File: src/design/qrs_pkg.sv
// ----------------------------------------------------------------------------
// qrs_pkg: shared definitions for the quadratic root solver
// Default widths, result width and the sequencer state type.
// ----------------------------------------------------------------------------
package qrs_pkg;

  // Default fraction bits and coefficient width (sign plus magnitude).
  localparam int FRAC_BITS_DEF  = 16;
  localparam int COEFF_BITS_DEF = 32;

  // Width of every numeric result.
  localparam int RES_W = 32;

  // Codes of the solved_degree field.
  localparam logic [1:0] DEGREE_ONE = 2'd1;
  localparam logic [1:0] DEGREE_TWO = 2'd2;

  // Codes of the solution_count field.
  localparam logic [1:0] SOL_NONE   = 2'd0;
  localparam logic [1:0] SOL_ONE    = 2'd1;
  localparam logic [1:0] SOL_TWO    = 2'd2;

  // Index of the division under way.
  localparam logic [1:0] DIV_PLUS  = 2'd0;
  localparam logic [1:0] DIV_MINUS = 2'd1;
  localparam logic [1:0] DIV_REAL  = 2'd2;
  localparam logic [1:0] DIV_IMAG  = 2'd3;

  // Sequencer states.
  typedef enum logic [2:0] {
    ST_IDLE,
    ST_MUL,
    ST_DISC,
    ST_SQRT_GO,
    ST_SQRT_WAIT,
    ST_DIV_GO,
    ST_DIV_WAIT,
    ST_FINISH
  } state_t;

endpackage

File: src/design/qrs_if.sv
// ----------------------------------------------------------------------------
// qrs_if: item channels of the quadratic root solver
// Equation channel and root channel, each with valid, ready and payload.
// ----------------------------------------------------------------------------
interface qrs_in_if #(
  parameter int MAG_W = 31
) ();
  logic             valid;
  logic             ready;
  logic             degree_two;
  logic [1:0]       term_count;
  logic [MAG_W-1:0] lead_magnitude;
  logic             lead_negative;
  logic [MAG_W-1:0] second_magnitude;
  logic             second_negative;
  logic             second_power;
  logic [MAG_W-1:0] third_magnitude;
  logic             third_negative;

  modport source (
    output valid, degree_two, term_count, lead_magnitude, lead_negative,
           second_magnitude, second_negative, second_power,
           third_magnitude, third_negative,
    input  ready
  );
  modport sink (
    input  valid, degree_two, term_count, lead_magnitude, lead_negative,
           second_magnitude, second_negative, second_power,
           third_magnitude, third_negative,
    output ready
  );
endinterface

interface qrs_out_if ();
  logic               valid;
  logic               ready;
  logic signed [31:0] root_first;
  logic signed [31:0] root_second;
  logic signed [31:0] real_part;
  logic signed [31:0] imag_part;
  logic               complex_roots;
  logic [1:0]         solution_count;
  logic [1:0]         solved_degree;
  logic               zero_lead;
  logic               saturated;

  modport source (
    output valid, root_first, root_second, real_part, imag_part,
           complex_roots, solution_count, solved_degree, zero_lead, saturated,
    input  ready
  );
  modport sink (
    input  valid, root_first, root_second, real_part, imag_part,
           complex_roots, solution_count, solved_degree, zero_lead, saturated,
    output ready
  );
endinterface

File: src/design/qrs_sqrt.sv
// ----------------------------------------------------------------------------
// qrs_sqrt: bit-serial integer square root
// Restoring method, two radicand bits per cycle, one root bit per cycle.
// ----------------------------------------------------------------------------
module qrs_sqrt import qrs_pkg::*; #(
  parameter int RW = 33
) (
  input  logic            clk,
  input  logic            rst,
  input  logic            start,
  input  logic [2*RW-1:0] radicand,
  output logic            done,
  output logic [RW-1:0]   root
);

  localparam int CNT_W = $clog2(RW + 1);

  logic            busy;
  logic [CNT_W-1:0] cnt;
  logic [2*RW-1:0] rad;
  logic [RW+2:0]   rem;
  logic [RW+2:0]   rem_sh;
  logic [RW+2:0]   trial;
  logic            ge;

  // One trial subtraction per cycle.
  always_comb begin
    rem_sh = {rem[RW:0], rad[2*RW-1:2*RW-2]};
    trial  = {1'b0, root, 2'b01};
    ge     = rem_sh >= trial;
  end

  // Control.
  always_ff @(posedge clk) begin
    if (rst) begin
      busy <= 1'b0;
      done <= 1'b0;
      cnt  <= '0;
    end else begin
      done <= 1'b0;
      if (start) begin
        busy <= 1'b1;
        cnt  <= '0;
      end else if (busy) begin
        cnt <= cnt + 1'b1;
        if (cnt == CNT_W'(RW - 1)) begin
          busy <= 1'b0;
          done <= 1'b1;
        end
      end
    end
  end

  // Datapath.
  always_ff @(posedge clk) begin
    if (start) begin
      rad  <= radicand;
      rem  <= '0;
      root <= '0;
    end else if (busy) begin
      rad  <= {rad[2*RW-3:0], 2'b00};
      rem  <= ge ? rem_sh - trial : rem_sh;
      root <= {root[RW-2:0], ge};
    end
  end

endmodule

File: src/design/qrs_div.sv
// ----------------------------------------------------------------------------
// qrs_div: bit-serial unsigned divider
// Restoring division, one quotient bit per cycle, truncating.
// ----------------------------------------------------------------------------
module qrs_div import qrs_pkg::*; #(
  parameter int NW = 50,
  parameter int DW = 32
) (
  input  logic          clk,
  input  logic          rst,
  input  logic          start,
  input  logic [NW-1:0] num,
  input  logic [DW-1:0] den,
  output logic          done,
  output logic [NW-1:0] quo
);

  localparam int CNT_W = $clog2(NW + 1);

  logic             busy;
  logic [CNT_W-1:0] cnt;
  logic [NW-1:0]    numr;
  logic [DW-1:0]    rem;
  logic [DW:0]      rem_sh;
  logic             ge;
  logic [DW:0]      rem_next;

  // One trial subtraction per cycle.
  always_comb begin
    rem_sh   = {rem, numr[NW-1]};
    ge       = rem_sh >= {1'b0, den};
    rem_next = ge ? rem_sh - {1'b0, den} : rem_sh;
  end

  // Control.
  always_ff @(posedge clk) begin
    if (rst) begin
      busy <= 1'b0;
      done <= 1'b0;
      cnt  <= '0;
    end else begin
      done <= 1'b0;
      if (start) begin
        busy <= 1'b1;
        cnt  <= '0;
      end else if (busy) begin
        cnt <= cnt + 1'b1;
        if (cnt == CNT_W'(NW - 1)) begin
          busy <= 1'b0;
          done <= 1'b1;
        end
      end
    end
  end

  // Datapath.
  always_ff @(posedge clk) begin
    if (start) begin
      numr <= num;
      rem  <= '0;
      quo  <= '0;
    end else if (busy) begin
      numr <= {numr[NW-2:0], 1'b0};
      rem  <= rem_next[DW-1:0];
      quo  <= {quo[NW-2:0], ge};
    end
  end

endmodule

File: src/design/quadratic_root_solver.sv
// ----------------------------------------------------------------------------
// quadratic_root_solver: roots of linear and quadratic equations
// Solves one sign-magnitude fixed-point equation per item.
// ----------------------------------------------------------------------------
// Usage: items enter on eqn (valid/ready) and one result per item leaves on
// roots (valid/ready). Only one item is in work at a time; eqn.ready is high
// while the sequencer is idle, even while a finished result still waits.
// Zero leading term or a single-term linear equation: straight to the final step;
// linear: one division; quadratic: serial products, discriminant, square root,
// then two divisions for real roots or four for complex roots.
// The solve time is set by the serial multipliers, the bit-serial square root and
// one shared bit-serial divider that runs once per root figure.
// A new item is taken in the cycle after the result register is loaded.
// Reset empties the result register and returns the sequencer to idle.
// When the receiver stalls, the result is held and the next item waits in
// its final step until the result register frees.
// ----------------------------------------------------------------------------
module quadratic_root_solver import qrs_pkg::*; #(
  parameter int FRAC_BITS  = FRAC_BITS_DEF,
  parameter int COEFF_BITS = COEFF_BITS_DEF
) (
  input  logic      clk,
  input  logic      rst,
  qrs_in_if.sink    eqn,
  qrs_out_if.source roots
);

  localparam int MAG_W  = COEFF_BITS - 1;
  localparam int PW     = 2 * MAG_W;
  localparam int RW     = MAG_W + 2;
  localparam int RAD_W  = 2 * RW;
  localparam int NMAG_W = MAG_W + 3;
  localparam int SUM_W  = MAG_W + 4;
  localparam int NUM_W  = NMAG_W + FRAC_BITS;
  localparam int DEN_W  = MAG_W + 1;
  localparam int CMP_W  = (NUM_W > RES_W + 1) ? NUM_W : RES_W + 1;
  localparam int MC_W   = $clog2(MAG_W + 1);
  localparam logic [CMP_W-1:0] LIM_POS = CMP_W'(33'h0_7FFF_FFFF);
  localparam logic [CMP_W-1:0] LIM_NEG = CMP_W'(33'h0_8000_0000);

  state_t state, state_next;

  // Captured item.
  logic             deg2, lin_div, zl;
  logic [MAG_W-1:0] am, bm, cm;
  logic             an, bn, cn;

  // Serial products and discriminant.
  logic [PW-1:0]    p_bb, p_ac;
  logic [MC_W-1:0]  mcnt;
  logic [MAG_W:0]   s_bb, s_ac;
  logic [RAD_W-1:0] disc, disc_next;
  logic             dneg, dneg_next;

  // Square root and divider links.
  logic             sqrt_start, sqrt_done;
  logic [RW-1:0]    rt;
  logic             div_start, div_done;
  logic [NUM_W-1:0] div_num, div_quo;
  logic [DEN_W-1:0] div_den;
  logic [1:0]       sel;
  logic             div_neg, div_last;

  // Root figures and flags.
  logic signed [SUM_W-1:0] nb, rt_s, sum_p, sum_m;
  logic [NMAG_W-1:0]       mag_p, mag_m, div_mag;
  logic [CMP_W-1:0]        q_ext, lim;
  logic                    clamp;
  logic [RES_W-1:0]        mag32, res;
  logic [RES_W-1:0]        r1, r2, re, im;
  logic                    sat;
  logic                    out_load;
  logic [1:0]              count;

  // Next-state logic.
  always_comb begin
    state_next = state;
    case (state)
      ST_IDLE: begin
        if (eqn.valid) begin
          if (eqn.lead_magnitude == '0) begin
            state_next = ST_FINISH;
          end else if (eqn.degree_two) begin
            state_next = ST_MUL;
          end else if (eqn.term_count >= 2'd2) begin
            state_next = ST_DIV_GO;
          end else begin
            state_next = ST_FINISH;
          end
        end
      end
      ST_MUL:       if (mcnt == MC_W'(MAG_W - 1)) state_next = ST_DISC;
      ST_DISC:      state_next = ST_SQRT_GO;
      ST_SQRT_GO:   state_next = ST_SQRT_WAIT;
      ST_SQRT_WAIT: if (sqrt_done) state_next = ST_DIV_GO;
      ST_DIV_GO:    state_next = ST_DIV_WAIT;
      ST_DIV_WAIT: begin
        if (div_done) state_next = div_last ? ST_FINISH : ST_DIV_GO;
      end
      ST_FINISH:    if (out_load) state_next = ST_IDLE;
      default:      state_next = ST_IDLE;
    endcase
  end

  // Control outputs of the sequencer.
  always_comb begin
    eqn.ready  = state == ST_IDLE;
    sqrt_start = state == ST_SQRT_GO;
    div_start  = state == ST_DIV_GO;
    out_load   = (state == ST_FINISH) && (!roots.valid || roots.ready);
  end

  always_ff @(posedge clk) begin
    if (rst) state <= ST_IDLE;
    else     state <= state_next;
  end

  // Serial multiplier steps and discriminant.
  always_comb begin
    s_bb = {1'b0, p_bb[PW-1:MAG_W]} + (p_bb[0] ? {1'b0, bm} : '0);
    s_ac = {1'b0, p_ac[PW-1:MAG_W]} + (p_ac[0] ? {1'b0, am} : '0);
    disc_next = '0;
    dneg_next = 1'b0;
    if (an != cn) begin
      disc_next = RAD_W'(p_bb) + RAD_W'({p_ac, 2'b00});
    end else if (RAD_W'(p_bb) >= RAD_W'({p_ac, 2'b00})) begin
      disc_next = RAD_W'(p_bb) - RAD_W'({p_ac, 2'b00});
    end else begin
      disc_next = RAD_W'({p_ac, 2'b00}) - RAD_W'(p_bb);
      dneg_next = 1'b1;
    end
  end

  // Division operands for the figure selected.
  always_comb begin
    nb    = bn ? $signed(SUM_W'(bm)) : -$signed(SUM_W'(bm));
    rt_s  = $signed(SUM_W'(rt));
    sum_p = nb + rt_s;
    sum_m = nb - rt_s;
    mag_p = sum_p[SUM_W-1] ? NMAG_W'(-sum_p) : NMAG_W'(sum_p);
    mag_m = sum_m[SUM_W-1] ? NMAG_W'(-sum_m) : NMAG_W'(sum_m);
    div_den = deg2 ? {am, 1'b0} : {1'b0, am};
    if (!deg2) begin
      div_mag = NMAG_W'(bm);
      div_neg = (!bn) != an;
    end else begin
      case (sel)
        DIV_PLUS: begin
          div_mag = mag_p;
          div_neg = sum_p[SUM_W-1] != an;
        end
        DIV_MINUS: begin
          div_mag = mag_m;
          div_neg = sum_m[SUM_W-1] != an;
        end
        DIV_REAL: begin
          div_mag = NMAG_W'(bm);
          div_neg = ((bm != '0) && !bn) != an;
        end
        DIV_IMAG: begin
          div_mag = NMAG_W'(rt);
          div_neg = an;
        end
        default: begin
          div_mag = '0;
          div_neg = 1'b0;
        end
      endcase
    end
    div_num  = {div_mag, {FRAC_BITS{1'b0}}};
    div_last = !deg2 || (sel == DIV_IMAG) || ((sel == DIV_MINUS) && !dneg);
  end

  // Saturation and sign of a finished quotient.
  always_comb begin
    q_ext = CMP_W'(div_quo);
    lim   = div_neg ? LIM_NEG : LIM_POS;
    clamp = q_ext > lim;
    mag32 = clamp ? lim[RES_W-1:0] : q_ext[RES_W-1:0];
    res   = div_neg ? -mag32 : mag32;
  end

  // Item capture, products and root figures.
  always_ff @(posedge clk) begin
    if (eqn.valid && eqn.ready) begin
      deg2    <= eqn.degree_two;
      zl      <= eqn.lead_magnitude == '0;
      lin_div <= eqn.term_count >= 2'd2;
      am      <= eqn.lead_magnitude;
      an      <= eqn.lead_negative;
      bm      <= '0;
      bn      <= 1'b0;
      cm      <= '0;
      cn      <= 1'b0;
      if (!eqn.degree_two || eqn.term_count == 2'd3 ||
          (eqn.term_count == 2'd2 && eqn.second_power)) begin
        bm <= eqn.second_magnitude;
        bn <= eqn.second_negative;
      end else if (eqn.term_count == 2'd2) begin
        cm <= eqn.second_magnitude;
        cn <= eqn.second_negative;
      end
      if (eqn.degree_two && eqn.term_count == 2'd3) begin
        cm <= eqn.third_magnitude;
        cn <= eqn.third_negative;
      end
      // The multipliers start with b and c in the low halves.
      p_bb <= (!eqn.degree_two || eqn.term_count == 2'd3 ||
               (eqn.term_count == 2'd2 && eqn.second_power)) ?
              PW'(eqn.second_magnitude) : '0;
      p_ac <= !eqn.degree_two ? '0 :
              (eqn.term_count == 2'd3) ? PW'(eqn.third_magnitude) :
              (eqn.term_count == 2'd2 && !eqn.second_power) ?
              PW'(eqn.second_magnitude) : '0;
      mcnt <= '0;
      dneg <= 1'b0;
      sel  <= DIV_PLUS;
      sat  <= 1'b0;
      r1   <= '0;
      r2   <= '0;
      re   <= '0;
      im   <= '0;
    end else begin
      if (state == ST_MUL) begin
        p_bb <= {s_bb, p_bb[MAG_W-1:1]};
        p_ac <= {s_ac, p_ac[MAG_W-1:1]};
        mcnt <= mcnt + 1'b1;
      end
      if (state == ST_DISC) begin
        disc <= disc_next;
        dneg <= dneg_next;
      end
      if (state == ST_DIV_WAIT && div_done) begin
        sat <= sat | clamp;
        case (sel)
          DIV_PLUS: begin
            r1 <= res;
            if (!deg2) r2 <= res;
          end
          DIV_MINUS: r2 <= res;
          DIV_REAL:  re <= res;
          DIV_IMAG:  im <= res;
          default:   r1 <= res;
        endcase
        sel <= sel + 1'b1;
      end
    end
  end

  // Result register on the output channel.
  always_comb begin
    if (zl) begin
      count = SOL_NONE;
    end else if (!deg2) begin
      count = SOL_ONE;
    end else if (dneg) begin
      count = SOL_NONE;
    end else begin
      count = (rt == '0) ? SOL_ONE : SOL_TWO;
    end
  end

  always_ff @(posedge clk) begin
    if (rst) begin
      roots.valid <= 1'b0;
    end else if (out_load) begin
      roots.valid <= 1'b1;
    end else if (roots.ready) begin
      roots.valid <= 1'b0;
    end
  end

  always_ff @(posedge clk) begin
    if (out_load) begin
      roots.root_first     <= $signed(r1);
      roots.root_second    <= $signed(r2);
      roots.real_part      <= $signed(re);
      roots.imag_part      <= $signed(im);
      roots.complex_roots  <= deg2 && !zl && dneg;
      roots.solution_count <= count;
      roots.solved_degree  <= deg2 ? DEGREE_TWO : DEGREE_ONE;
      roots.zero_lead      <= zl;
      roots.saturated      <= sat && !zl && (deg2 || lin_div);
    end
  end

  qrs_sqrt #(
    .RW (RW)
  ) u_sqrt (
    .clk      (clk),
    .rst      (rst),
    .start    (sqrt_start),
    .radicand (disc),
    .done     (sqrt_done),
    .root     (rt)
  );

  qrs_div #(
    .NW (NUM_W),
    .DW (DEN_W)
  ) u_div (
    .clk   (clk),
    .rst   (rst),
    .start (div_start),
    .num   (div_num),
    .den   (div_den),
    .done  (div_done),
    .quo   (div_quo)
  );

endmodule

File: src/flat_wrapper.sv
// flat-port wrapper written by rule: the top's interface ports become plain ports
module quadratic_root_solver_flat import qrs_pkg::*;
#(
  parameter int FRAC_BITS  = FRAC_BITS_DEF,
  parameter int COEFF_BITS = COEFF_BITS_DEF
)
  (clk, rst, eqn_valid, eqn_degree_two, eqn_term_count, eqn_lead_magnitude, eqn_lead_negative, eqn_second_magnitude, eqn_second_negative, eqn_second_power, eqn_third_magnitude, eqn_third_negative, eqn_ready, roots_valid, roots_root_first, roots_root_second, roots_real_part, roots_imag_part, roots_complex_roots, roots_solution_count, roots_solved_degree, roots_zero_lead, roots_saturated, roots_ready);
  qrs_in_if eqn_i ();
  qrs_out_if roots_i ();
  input  logic clk;
  input  logic rst;
  input wire logic [$bits(eqn_i.valid)-1:0] eqn_valid;
  input wire logic [$bits(eqn_i.degree_two)-1:0] eqn_degree_two;
  input wire logic [$bits(eqn_i.term_count)-1:0] eqn_term_count;
  input wire logic [$bits(eqn_i.lead_magnitude)-1:0] eqn_lead_magnitude;
  input wire logic [$bits(eqn_i.lead_negative)-1:0] eqn_lead_negative;
  input wire logic [$bits(eqn_i.second_magnitude)-1:0] eqn_second_magnitude;
  input wire logic [$bits(eqn_i.second_negative)-1:0] eqn_second_negative;
  input wire logic [$bits(eqn_i.second_power)-1:0] eqn_second_power;
  input wire logic [$bits(eqn_i.third_magnitude)-1:0] eqn_third_magnitude;
  input wire logic [$bits(eqn_i.third_negative)-1:0] eqn_third_negative;
  output wire logic [$bits(eqn_i.ready)-1:0] eqn_ready;
  output wire logic [$bits(roots_i.valid)-1:0] roots_valid;
  output wire logic [$bits(roots_i.root_first)-1:0] roots_root_first;
  output wire logic [$bits(roots_i.root_second)-1:0] roots_root_second;
  output wire logic [$bits(roots_i.real_part)-1:0] roots_real_part;
  output wire logic [$bits(roots_i.imag_part)-1:0] roots_imag_part;
  output wire logic [$bits(roots_i.complex_roots)-1:0] roots_complex_roots;
  output wire logic [$bits(roots_i.solution_count)-1:0] roots_solution_count;
  output wire logic [$bits(roots_i.solved_degree)-1:0] roots_solved_degree;
  output wire logic [$bits(roots_i.zero_lead)-1:0] roots_zero_lead;
  output wire logic [$bits(roots_i.saturated)-1:0] roots_saturated;
  input wire logic [$bits(roots_i.ready)-1:0] roots_ready;
  assign eqn_i.valid = eqn_valid;
  assign eqn_i.degree_two = eqn_degree_two;
  assign eqn_i.term_count = eqn_term_count;
  assign eqn_i.lead_magnitude = eqn_lead_magnitude;
  assign eqn_i.lead_negative = eqn_lead_negative;
  assign eqn_i.second_magnitude = eqn_second_magnitude;
  assign eqn_i.second_negative = eqn_second_negative;
  assign eqn_i.second_power = eqn_second_power;
  assign eqn_i.third_magnitude = eqn_third_magnitude;
  assign eqn_i.third_negative = eqn_third_negative;
  assign eqn_ready = eqn_i.ready;
  assign roots_valid = roots_i.valid;
  assign roots_root_first = roots_i.root_first;
  assign roots_root_second = roots_i.root_second;
  assign roots_real_part = roots_i.real_part;
  assign roots_imag_part = roots_i.imag_part;
  assign roots_complex_roots = roots_i.complex_roots;
  assign roots_solution_count = roots_i.solution_count;
  assign roots_solved_degree = roots_i.solved_degree;
  assign roots_zero_lead = roots_i.zero_lead;
  assign roots_saturated = roots_i.saturated;
  assign roots_i.ready = roots_ready;
  quadratic_root_solver #(.FRAC_BITS(FRAC_BITS), .COEFF_BITS(COEFF_BITS)) u_core (.clk(clk), .rst(rst), .eqn(eqn_i), .roots(roots_i));
endmodule
File: config.mk
export PLATFORM = sky130hd
export DESIGN_NAME = quadratic_root_solver_flat
export DESIGN_NICKNAME = d
export VERILOG_FILES = /design/src/design/qrs_pkg.sv /design/src/design/qrs_if.sv /design/src/design/qrs_sqrt.sv /design/src/design/qrs_div.sv /design/src/design/quadratic_root_solver.sv /design/src/flat_wrapper.sv
export SDC_FILE = /design/constraint.sdc
export NUM_CORES = 2
export LEC_CHECK = 0
export BUFFER_PORTS_ARGS = -buffer_cell sky130_fd_sc_hd__buf_4
export CORE_UTILIZATION = 30
export CTS_CLUSTER_SIZE = 16
export DETAILED_ROUTE_END_ITERATION = 10
export GPL_ROUTABILITY_DRIVEN = 0
export SYNTH_ARGS = -nofsm -noshare
export SYNTH_HDL_FRONTEND = slang
export SYNTH_SLANG_ARGS = --single-unit
File: constraint.sdc
create_clock -name clk -period 29.4 [get_ports clk]
set_clock_uncertainty 0.2 [all_clocks]
set_input_delay 0 -clock clk [delete_from_list [all_inputs] [get_ports clk]]
set_output_delay 0 -clock clk [all_outputs]
set_load 0.1 [all_outputs]
==> metrics.md <==
| Metric | Value |
|---|---|
| Drt pass-1 iters | `6` |
| Post-synthesis sequential area ratio | `0.376` |
| Setup TNS | `0 ns` |
| Max_slew headroom | `0.247` |
| Final wirelength | `191000 um` |
| R2R setup slack | `18.24 ns` |
| Worst-Skew Late Latency | `0.75 ns` |
| Final Hold Vio Count | `0` |
| Num rows | `157` |
| CP Launch Type | `flip-flop` |
| Max_cap viols | `0` |
| IO Port Bufs | `240` |
| Routed WL per cell | `21.0 um` |
| Core area | `184000 um^2` |
| Total power | `8.45 mW` |
| Yosys warning count | `0` |
| DRT antenna net count | `0` |
| Total grt overflow | `0` |
| Final Max Slew Viols | `0` |
| Io pins | `241` |
| Initial cell density of the core | `0.303` |
| Root Driver | `clkbuf_16` |
| GRT Util Overall | `0.198` |
| Setup violations, final | `0` |
| Area of the multi-input gates | `32300 um^2` |
| Post-Synthesis Cells | `6331` |
| DIE AREA | `187000 um^2` |
| Pin count of the biggest net entering global routing | `153` |
| Yosys reg bits | `799` |
| # DRC | `0` |
| Critical-path top delay cell | `or4_1` |
| Layout cell share with drive strength beyond 1 | `0.0841` |
| DP HPWL | `143000 um` |
| Clk buf depth | `3` |
| HP Class | `primary input to flip-flop` |
| Min cycle time layout | `11.16 ns` |
| Outcome | `completed` |
| Area growth from synthesis to layout | `16.3%` |
| CP Capture Type | `flip-flop` |
| CTS resizes | `0` |
| Final WS setup | `18.24 ns` |
| Period utilization | `0.380` |
| Worst R2R Start | `u_core.bm[4]$_SDFFCE_PP0P_` |
| DRT iter0 DRCs | `5366` |
| Clock-pin slew on the worst setup and hold paths | `0.06 ns` |
| VDD IR-drop max | `62.3 uV` |
| Most frequent cells in the layout | `626 x nor2_1, 606 x a21oi_1, 570 x nand2_1` |
| Power per cell area | `131 nW/um^2` |
| Fill count | `18600` |
| H-tree Lvls | `3` |
| Commonest non-fill, non-tap cell in the layout | `nor2_1` |
| Critical Path RT | `29.80 ns` |
| Data arrival time of the worst path | `11.56 ns` |
| Asr flop ratio synth | `0` |
| Capturing point of the worst reg2reg path | `u_core.r1[28]$_SDFFE_PP0P_` |
| Setup WS pre-CTS | `18.46 ns` |
| Post-synth cell types | `111` |
| Synth Flop Type | `edfxtp_1` |
| Fmax | `0.0896 GHz` |
| Synthesized area | `55600 um^2` |
| Routed vias | `50400` |
| Synth Net Count | `6864` |
| Final #Nets | `7088` |
| CTS tree | `built` |
| Die width | `433 um` |
| DIE HEIGHT | `433 um` |
| Avg Vias per Cell | `5.54` |
| Critical Path Max Stage Delay | `0.64 ns` |
| CP max FO | `54` |
| Worst setup path start | `u_core.bm[4]$_SDFFCE_PP0P_` |
| Crit path kind | `flip-flop to flip-flop` |
| RSZ-0062 raised after global routing | `false` |
| Worst Setup EP | `u_core.r1[28]$_SDFFE_PP0P_` |
| Worst hold start | `eqn_third_magnitude[13]` |
| Leakage power | `25.0 nW` |
| Sequential standard cell area | `20900 um^2` |
| Initial antenna violation count | `9` |
| Number of flops mapped to enable cells by yosys | `493` |
| R2R depth | `34` |
| CTS buffer count | `91` |
| Clock sinks | `799` |
| First-pass GRT wire length | `290000 um` |
| Vias in the first global route | `47800` |
| Mean Syn Cell Area | `8.79 um^2` |
| Slew @ Worst Pin | `1.13 ns` |
routing by layer:
layer / up-vias / global-route usage / wire length (um)
li1: 23600 / - / -
met1: 24300 / 0.262 / 81700
met2: 2104 / 0.323 / 88300
met3: 383 / 0.0245 / 12700
met4: 6 / 0.0842 / 8550
met5: - / 0 / 41
critical path, delay by kind of cell (launching register included):
| family | cells | cell delay (ns) |
|---|---|---|
| and+or+nand+nor | 16 | 5.50 |
| AOI/OAI and AO/OA | 10 | 2.27 |
| adders and majority gates | 3 | 1.36 |
| buffers and inverters | 4 | 0.94 |
| DFF | 1 | 0.51 |
| xor gates and xnor gates | 1 | 0.19 |
sequential cells by signal, summed over array words and instances (netlist names), 33 cells and up:
signal / flops
u_core.u_div.numr: 34
u_core.u_sqrt.root: 33
u_core.u_sqrt.rem: 34
u_core.u_div.quo: 50
u_core.p_bb: 62
u_core.u_sqrt.rad: 66
u_core.disc: 66
u_core.p_ac: 62
final cells by class:
type | count | share of cell area
flip-flops and latches | 799 | 0.324
repair buffers | 458 | 0.0596
well taps | 2464 | 0.0477
multi-input cells | 4876 | 0.499
clock buffers | 110 | 0.0382
inverters | 329 | 0.0192
diodes | 4 | 0.000155
clock inverters | 62 | 0.0122
per-stage QoR:
stage | hold slack [ns] | instances | area, um^2 | utilization
floorplan | -0.101 | 6331 | 55600 | -
global placement | -0.0173 | 8765 | 59800 | 0.326
detailed placement | -0.0175 | 8765 | 59800 | 0.326
CTS | 0.00145 | 9098 | 64700 | 0.352
global route | 0.0383 | 9099 | 64700 | 0.352
finish | 0.0269 | 9102 | 64700 | 0.352
worst min path at each step:
| stage | end | slack, ns | cells past startpoint |
|---|---|---|---|
| global placement | u_core.an$_DFFE_PP_ | -0.02 | 1 |
| finish | u_core.p_ac[13]$_DFFE_PP_ | 0.03 | 4 |
| detailed placement | u_core.an$_DFFE_PP_ | -0.02 | 1 |
| floorplan | u_core.am[0]$_DFFE_PP_ | -0.10 | 0 |
| global route | u_core.bn$_SDFFCE_PP0P_ | 0.04 | 3 |
| CTS | u_core.p_ac[13]$_DFFE_PP_ | 0.001 | 4 |
what timing repair did:
item                                   in CTS  in global routing
setup buffers                               0                  0
endpoints found under the hold margin     206                  0
hold buffers                              161                  0
Yosys cell counts, drive strengths merged, types with 130 or more instances:
cell | instances | area share
nor2 | 627 | 0.043
a21oi | 609 | 0.055
nand2 | 573 | 0.039
edfxtp | 493 | 0.27
ha | 422 | 0.095
o21ai | 407 | 0.037
inv | 326 | 0.022
dfxtp | 306 | 0.11
clkbuf | 262 | 0.018
xnor2 | 197 | 0.031
mux2i | 154 | 0.028
a21o | 132 | 0.018
nor3 | 130 | 0.012
kinds of logic after synthesis:
kind of cell | count (synthesis) | synth area share
adders and majority gates | 429 | 0.0974
muxes | 160 | 0.0289
AOI/OAI and AO/OA | 1984 | 0.233
buffers and inverters | 656 | 0.0453
and+or+nand+nor | 1990 | 0.170
DFF | 799 | 0.376
xor gates and xnor gates | 313 | 0.0493
where the power goes:
group | total, mW | switching [mW] | leakage [nW] | internal [mW]
combinational | 5.34 | 3.46 | 16.6 | 1.88
clock | 1.22 | 0.525 | 1.56 | 0.700
sequential | 1.89 | 0.273 | 6.91 | 1.61
total | 8.45 | 4.25 | 25.0 | 4.20
(Power assumes the default switching activity.)
